## src/sv/avcc_to_annexb_converter_macros.svh

```systemverilog
// Assertion macros used by the converter's parser RTL.
`ifndef AVCC_TO_ANNEXB_CONVERTER_MACROS_SVH
`define AVCC_TO_ANNEXB_CONVERTER_MACROS_SVH

`ifndef ASSERT_OFF
`define AVAB_ASSERT_RST(label, clk, rst, prop, msg) \
  label: assert property (@(posedge clk) disable iff (rst) prop) else $error(msg);
`define AVAB_ASSERT_ALWAYS(label, clk, prop, msg) \
  label: assert property (@(posedge clk) prop) else $error(msg);
`else
`define AVAB_ASSERT_RST(label, clk, rst, prop, msg)
`define AVAB_ASSERT_ALWAYS(label, clk, prop, msg)
`endif

`endif

```

## src/sv/avab_pkg.sv

```systemverilog
package avab_pkg;

  typedef struct packed {
    logic [7:0] in_byte;
    logic       in_last;
  } in_item_t;

  typedef struct packed {
    logic [7:0] out_byte;
    logic       out_last;
    logic       packet_error;
    logic       idr_found;
  } out_item_t;

  localparam logic [4:0] NAL_TYPE_IDR = 5'd5;
  localparam logic [1:0] HDR_LAST     = 2'd3;

  localparam logic [7:0] ANNEXB_PREFIX [4] = '{8'h00, 8'h00, 8'h00, 8'h01};

endpackage

```

## src/sv/avcc_to_annexb_converter.sv

```systemverilog
// AVCC to Annex B converter: one byte item per clock in and out when not stalled, through
// an input register, then the parser state update feeding a result register. Each 4-byte
// big-endian NAL length becomes 00 00 00 01, payload bytes pass unchanged, and on the last byte
// of a packet packet_error and idr_found are reported. The remaining-length counter is 32 bits;
// the block takes an item every cycle in which its input register is empty or being drained,
// and that register drains when the result register is empty or being drained.
module avcc_to_annexb_converter
  import avab_pkg::*;
(
  input  logic      clk,
  input  logic      rst,
  input  logic      in_valid,
  output logic      in_ready,
  input  in_item_t  in_data,
  output logic      out_valid,
  input  logic      out_ready,
  output out_item_t out_data
);

  logic      mid_valid;
  logic      mid_ready;
  in_item_t  mid_data;
  out_item_t result;

  avab_stage #(.payload_t(in_item_t)) u_in_stage (
    .clk      (clk),
    .rst      (rst),
    .up_valid (in_valid),
    .up_ready (in_ready),
    .up_data  (in_data),
    .dn_valid (mid_valid),
    .dn_ready (mid_ready),
    .dn_data  (mid_data)
  );

  avab_parser u_parser (
    .clk     (clk),
    .rst     (rst),
    .advance (mid_valid && mid_ready),
    .item    (mid_data),
    .result  (result)
  );

  avab_stage #(.payload_t(out_item_t)) u_out_stage (
    .clk      (clk),
    .rst      (rst),
    .up_valid (mid_valid),
    .up_ready (mid_ready),
    .up_data  (result),
    .dn_valid (out_valid),
    .dn_ready (out_ready),
    .dn_data  (out_data)
  );

endmodule

```

## src/sv/avab_stage.sv

```systemverilog
module avab_stage #(
  parameter type payload_t = logic [7:0]
) (
  input  logic     clk,
  input  logic     rst,
  input  logic     up_valid,
  output logic     up_ready,
  input  payload_t up_data,
  output logic     dn_valid,
  input  logic     dn_ready,
  output payload_t dn_data
);

  logic     valid;
  payload_t data;

  assign up_ready = !valid || dn_ready;
  assign dn_valid = valid;
  assign dn_data  = data;

  always_ff @(posedge clk) begin
    if (rst) begin
      valid <= 1'b0;
    end else if (up_ready) begin
      valid <= up_valid;
    end
  end

  always_ff @(posedge clk) begin
    if (up_valid && up_ready) begin
      data <= up_data;
    end
  end

endmodule

```

## src/sv/avab_parser.sv

```systemverilog
`include "avcc_to_annexb_converter_macros.svh"

module avab_parser
  import avab_pkg::*;
(
  input  logic      clk,
  input  logic      rst,
  input  logic      advance,
  input  in_item_t  item,
  output out_item_t result
);

  logic [1:0]  hdr_count;
  logic [31:0] nal_remaining;
  logic [23:0] length_accum;
  logic        at_nal_start;
  logic        idr_seen;

  logic [1:0]  hdr_count_next;
  logic [31:0] nal_remaining_next;
  logic [23:0] length_accum_next;
  logic        at_nal_start_next;
  logic        idr_seen_next;
  logic [31:0] full_length;
  logic        error;

  assign full_length = {length_accum, item.in_byte};

  always_comb begin
    hdr_count_next     = hdr_count;
    nal_remaining_next = nal_remaining;
    length_accum_next  = length_accum;
    at_nal_start_next  = at_nal_start;
    idr_seen_next      = idr_seen;
    result.out_byte    = item.in_byte;

    if (nal_remaining == 32'd0) begin
      result.out_byte   = ANNEXB_PREFIX[hdr_count];
      length_accum_next = {length_accum[15:0], item.in_byte};
      hdr_count_next    = hdr_count + 2'd1;
      if (hdr_count == HDR_LAST) begin
        nal_remaining_next = full_length;
        at_nal_start_next  = (full_length != 32'd0);
        length_accum_next  = '0;
        hdr_count_next     = '0;
      end
    end else begin
      if (at_nal_start && (item.in_byte[4:0] == NAL_TYPE_IDR)) begin
        idr_seen_next = 1'b1;
      end
      at_nal_start_next  = 1'b0;
      nal_remaining_next = nal_remaining - 32'd1;
    end

    error = (hdr_count_next != 2'd0) || (nal_remaining_next != 32'd0);

    result.out_last     = item.in_last;
    result.packet_error = item.in_last && error;
    result.idr_found    = item.in_last && idr_seen_next && !error;

    if (item.in_last) begin
      hdr_count_next     = '0;
      nal_remaining_next = '0;
      length_accum_next  = '0;
      at_nal_start_next  = 1'b0;
      idr_seen_next      = 1'b0;
    end
  end

  always_ff @(posedge clk) begin
    if (rst) begin
      hdr_count     <= '0;
      nal_remaining <= '0;
      length_accum  <= '0;
      at_nal_start  <= 1'b0;
      idr_seen      <= 1'b0;
    end else if (advance) begin
      hdr_count     <= hdr_count_next;
      nal_remaining <= nal_remaining_next;
      length_accum  <= length_accum_next;
      at_nal_start  <= at_nal_start_next;
      idr_seen      <= idr_seen_next;
    end
  end

  `AVAB_ASSERT_ALWAYS(a_start_has_payload, clk,
    at_nal_start |-> (nal_remaining != 32'd0), "NAL header pending with no payload left")
  `AVAB_ASSERT_ALWAYS(a_header_excludes_payload, clk,
    (hdr_count != 2'd0) |-> (nal_remaining == 32'd0), "length field and payload active together")
  `AVAB_ASSERT_RST(a_clear_after_last, clk, rst,
    (advance && item.in_last) |=> ((hdr_count == 2'd0) && (nal_remaining == 32'd0)
      && !idr_seen && !at_nal_start), "packet state not cleared after last item")
  `AVAB_ASSERT_RST(a_idr_needs_clean_last, clk, rst,
    (advance && result.idr_found) |-> (result.out_last && !result.packet_error),
    "IDR flag on a non-last or failed packet")

endmodule

```

## config.mk

```make
export PLATFORM = sky130hd
export DESIGN_NAME = avcc_to_annexb_converter
export DESIGN_NICKNAME = d
export VERILOG_FILES = /design/src/sv/avab_pkg.sv /design/src/sv/avcc_to_annexb_converter.sv /design/src/sv/avab_stage.sv /design/src/sv/avab_parser.sv
export VERILOG_INCLUDE_DIRS = /design/src /design/src/sv
export SDC_FILE = /design/constraint.sdc
export NUM_CORES = 1
export LEC_CHECK = 0
export CAP_MARGIN = 10
export CELL_PAD_IN_SITES_DETAIL_PLACEMENT = 0
export CELL_PAD_IN_SITES_GLOBAL_PLACEMENT = 1
export CORE_MARGIN = 4
export CORE_UTILIZATION = 23
export CTS_BUF_LIST = sky130_fd_sc_hd__clkbuf_4 sky130_fd_sc_hd__clkbuf_8 sky130_fd_sc_hd__clkbuf_16
export CTS_CLUSTER_SIZE = 24
export DETAILED_ROUTE_END_ITERATION = 8
export DONT_BUFFER_PORTS = 1
export PLACE_DENSITY = 0.4
export SYNTH_ARGS = -nofsm -noshare
export SYNTH_HDL_FRONTEND = slang
export SYNTH_SLANG_ARGS = --single-unit
export TNS_END_PERCENT = 20
```

## constraint.sdc

```tcl
create_clock -name clk -period 3.15 [get_ports clk]
set_input_delay 0.1575 -clock clk [delete_from_list [all_inputs] [get_ports clk]]
set_output_delay 0.1575 -clock clk [all_outputs]
set_load 0.005 [all_outputs]
```

==> impl_metrics.tcl <==
set metrics [dict create \
    cts_max_level 3 \
    antenna_found_initial 0 \
    wl_per_cell_um 22.81 \
    ff2ff_setup_slack_ps 100 \
    die_y_um 150.4 \
    synth_seq_area_share 0.3950 \
    worst_slew_pin_slew_ps 1140 \
    setup_tns_ps 0 \
    min_path_type "in2reg" \
    insertion_delay_ps 360 \
    vias_per_cell 5.289 \
    status "completed" \
    crit_cells 10 \
    grt_pass1_vias 4737 \
    dp_hpwl_mm 15.25 \
    detail-route-antenna-nets 0 \
    slew_headroom 0.2400 \
    synth_seq_cells 82 \
    max_cap_viol_count 0 \
    syn2layout_area_growth_pct 27.90 \
    cts_tree "done" \
    yosys_warnings 0 \
    arrival_ps 3260 \
    worst_clock_skew_ps 12.47 \
    cp-endpoint "u_out_stage.dn_data[0]" \
    top_layer "met4" \
    crit_required_ps 3360 \
    reg2reg_from "u_parser.nal_remaining[2]" \
    wl_met3_um 794 \
    netlist_area_um2 4663 \
    layout_min_cycle_time_ps 3050 \
    synth_area_per_cell_um2 8.181 \
    nets 646 \
    io_buffers 0 \
    crit_top_cell "nand4_1" \
    critical_path_peak_fanout 7 \
    drc 0 \
    antenna_cells 0 \
    start_util 0.2365 \
    die_w_um 150.4 \
    crit_slowest_cell "or4_4" \
    overflow 0 \
    synth_edf_count 20 \
    vias 4765 \
    synthFlopType "dfxtp_1" \
    rsz0062_at_grt "yes" \
    die_area_um2 22620 \
    wl_met1_mm 9.658 \
    clk_path_buf_depth 2 \
    cp-startpoint "u_parser.nal_remaining[2]" \
    core_um2 19720 \
    critical_path_buf_inv_count 2 \
    critical_path.cell_chain "buf_6 > or4_4 > or3_4 > o31a_1 > a211oi_2 > nand4_1 > a2111oi_4 > nand4_1 > buf_4 > nor3b_2" \
    num_rows 51 \
    synth_nets 585 \
    cts_num_sinks 82 \
    wl_met2_mm 9.610 \
    root_buffer "clkbuf_16" \
    end_kind "flop" \
    final-setup-viol-count 0 \
    finalHoldViolations 0 \
    synth.distinct_cells 76 \
    cts_made_buffers 9 \
    pin_count 26 \
    ff2ff_path_depth 10 \
    grt_max_degree 63 \
    slowest_delay_ps 570 \
    rr_endpoint "u_out_stage.dn_data[0]" \
    drive_gt1_frac 0.2123 \
    crit_type "reg2reg" \
    firstDrtPassIters 5 \
    cts.reportedPaths.clkPinSlew_ps 80 \
    synth_cells 570 \
    max_freq_ghz 0.3279 \
    drt-initial-drc-count 280 \
    grt_pass1_wl_mm 30.87 \
    post-cts-setup-buffers 0 \
    track_usage 0.1857 \
    post-route-period-util 0.9683 \
    path_delay_family "simple AND/OR/NAND/NOR gates" \
    critPathLaunchType "flop" \
    slew_viol_final 0 \
    place_congestion 0.8792 \
    async_reset_ff_frac 0 \
    drt-total-wl_mm 20.55 \
]
-- final cells by class --
type	instances	area [µm²]
fillers	2115	13750
clock buffers	9	225.2
repair buffers	95	793.3
well taps	265	331.6
clock inverters	7	76.32
flip-flops and latches	82	1844
inverters	7	26.28
multi-input cells	436	2668
-- cells by family (layout without fill, tap and decap cells) --
logic type               Yosys count  count (layout)  share of synthesized area
AND/OR/NAND/NOR                  269             269                     0.3104
AO/OA/AOI/OAI                    156             156                     0.2222
flip-flops                        82              82                     0.3950
buffers and inverters             52             118                    0.04883
XOR/XNOR                           5               5                   0.009393
multiplexers                       4               4                   0.008854
adder cells (fa/ha/maj)            2               2                   0.005365
-- through the flow --
step                        util  area [µm²]  cells  hold slack [ps]  setup WS, ps
after global routing      0.3025        5964    901            172.5        -23.88
after global placement    0.2762        5445    873            243.2        -78.01
after floorplan                -        4663    570            256.4         271.1
after CTS                 0.2994        5904    901            154.3         44.16
final                     0.3025        5964    901            161.0         99.88
after detailed placement  0.2762        5445    873            244.6        -57.60
-- metal layers --
| layer | GRT usage | up-vias |
|---|---|---|
| met5 | 0 | - |
| met4 | 0.06221 | 0 |
| met3 | 0.02649 | 33 |
| met2 | 0.2965 | 134 |
| met1 | 0.2575 | 2328 |
| li1 | - | 2270 |
-- worst register-to-register path: cells and delay by family (launching register included) --
family          cells  cell delay (ps)
simple gates        5             1480
compound gates      3              790
flops               1              340
buf+inv             2              300
-- synthesized netlist by cell type, drive strengths merged, types with 3 or more instances --
cell / count / area (µm²)
and4: 4 / 35.03
nand3: 35 / 187.7
nand2: 59 / 221.5
nand4b: 3 / 26.28
or2: 6 / 37.54
nor2b: 5 / 31.28
a41oi: 3 / 26.28
or4: 5 / 41.29
edfxtp: 20 / 600.6
a21oi: 65 / 325.3
nor3b: 4 / 35.03
xor2: 3 / 26.28
nor2: 53 / 206.5
nand4: 9 / 62.56
a31oi: 4 / 25.02
or3: 9 / 61.31
mux2i: 3 / 30.03
dfxtp: 62 / 1241
buf: 15 / 88.84
a22oi: 9 / 67.56
nor3: 27 / 140.1
nand2b: 5 / 31.28
o221ai: 3 / 26.28
o21a: 3 / 22.52
nand3b: 5 / 37.54
a2bb2oi: 6 / 52.55
o2111ai: 3 / 26.28
nor4: 22 / 158.9
a211oi: 8 / 65.06
a21o: 4 / 30.03
inv: 6 / 22.52
a32oi: 3 / 26.28
o31a: 5 / 43.79
o41ai: 3 / 26.28
o21ai: 17 / 85.08
clkbuf: 30 / 112.6
and2: 11 / 68.82
a2111oi: 4 / 41.29
-- sequential cells by signal, indices dropped and copies added (netlist names) --
name / cells
u_out_stage.dn_data: 11
u_out_stage.dn_valid: 1
u_parser.at_nal_start: 1
u_parser.length_accum: 24
u_parser.hdr_count: 2
u_in_stage.dn_valid: 1
u_in_stage.dn_data: 9
u_parser.idr_seen: 1
u_parser.nal_remaining: 32
-- how the worst min path moves through the flow --
stage	start	end	slack (ps)	cells after the start
after global placement	rst	u_parser.nal_remaining[27]	240	1
after floorplan	in_data[0]	u_in_stage.dn_data[0]	260	0
after detailed placement	rst	u_parser.nal_remaining[26]	240	1
after CTS	rst	u_parser.nal_remaining[10]	150	2
final	rst	u_parser.hdr_count[0]	160	2
after global routing	rst	u_out_stage.dn_valid	170	2
-- repair_timing --
item | in CTS | in global routing
endpoints found under the hold margin | 71 | 0
pin swaps | 0 | 2
setup endpoints to repair | 2 | 2
hold buffers | 12 | 0
resized for setup | 4 | 12
-- cells in the final DEF (no fill, tap or decap), types with 6 or more instances in the layout --
master	n
buf_4	79
a21oi_1	65
dfxtp_1	60
nand2_1	59
nor2_1	52
nand3_1	34
nor3_1	25
edfxtp_1	20
nor4_1	18
o21ai_0	15
and2_1	11
dlygate4sd3_1	11
a22oi_1	9
clkbuf_16	9
or3_1	8
nand4_1	8
inv_1	6
or2_2	6
a211oi_1	6
a2bb2oi_1	6
Power is not shown: default switching activity piles up to over one toggle a cycle in this logic, so the estimate is an artifact.
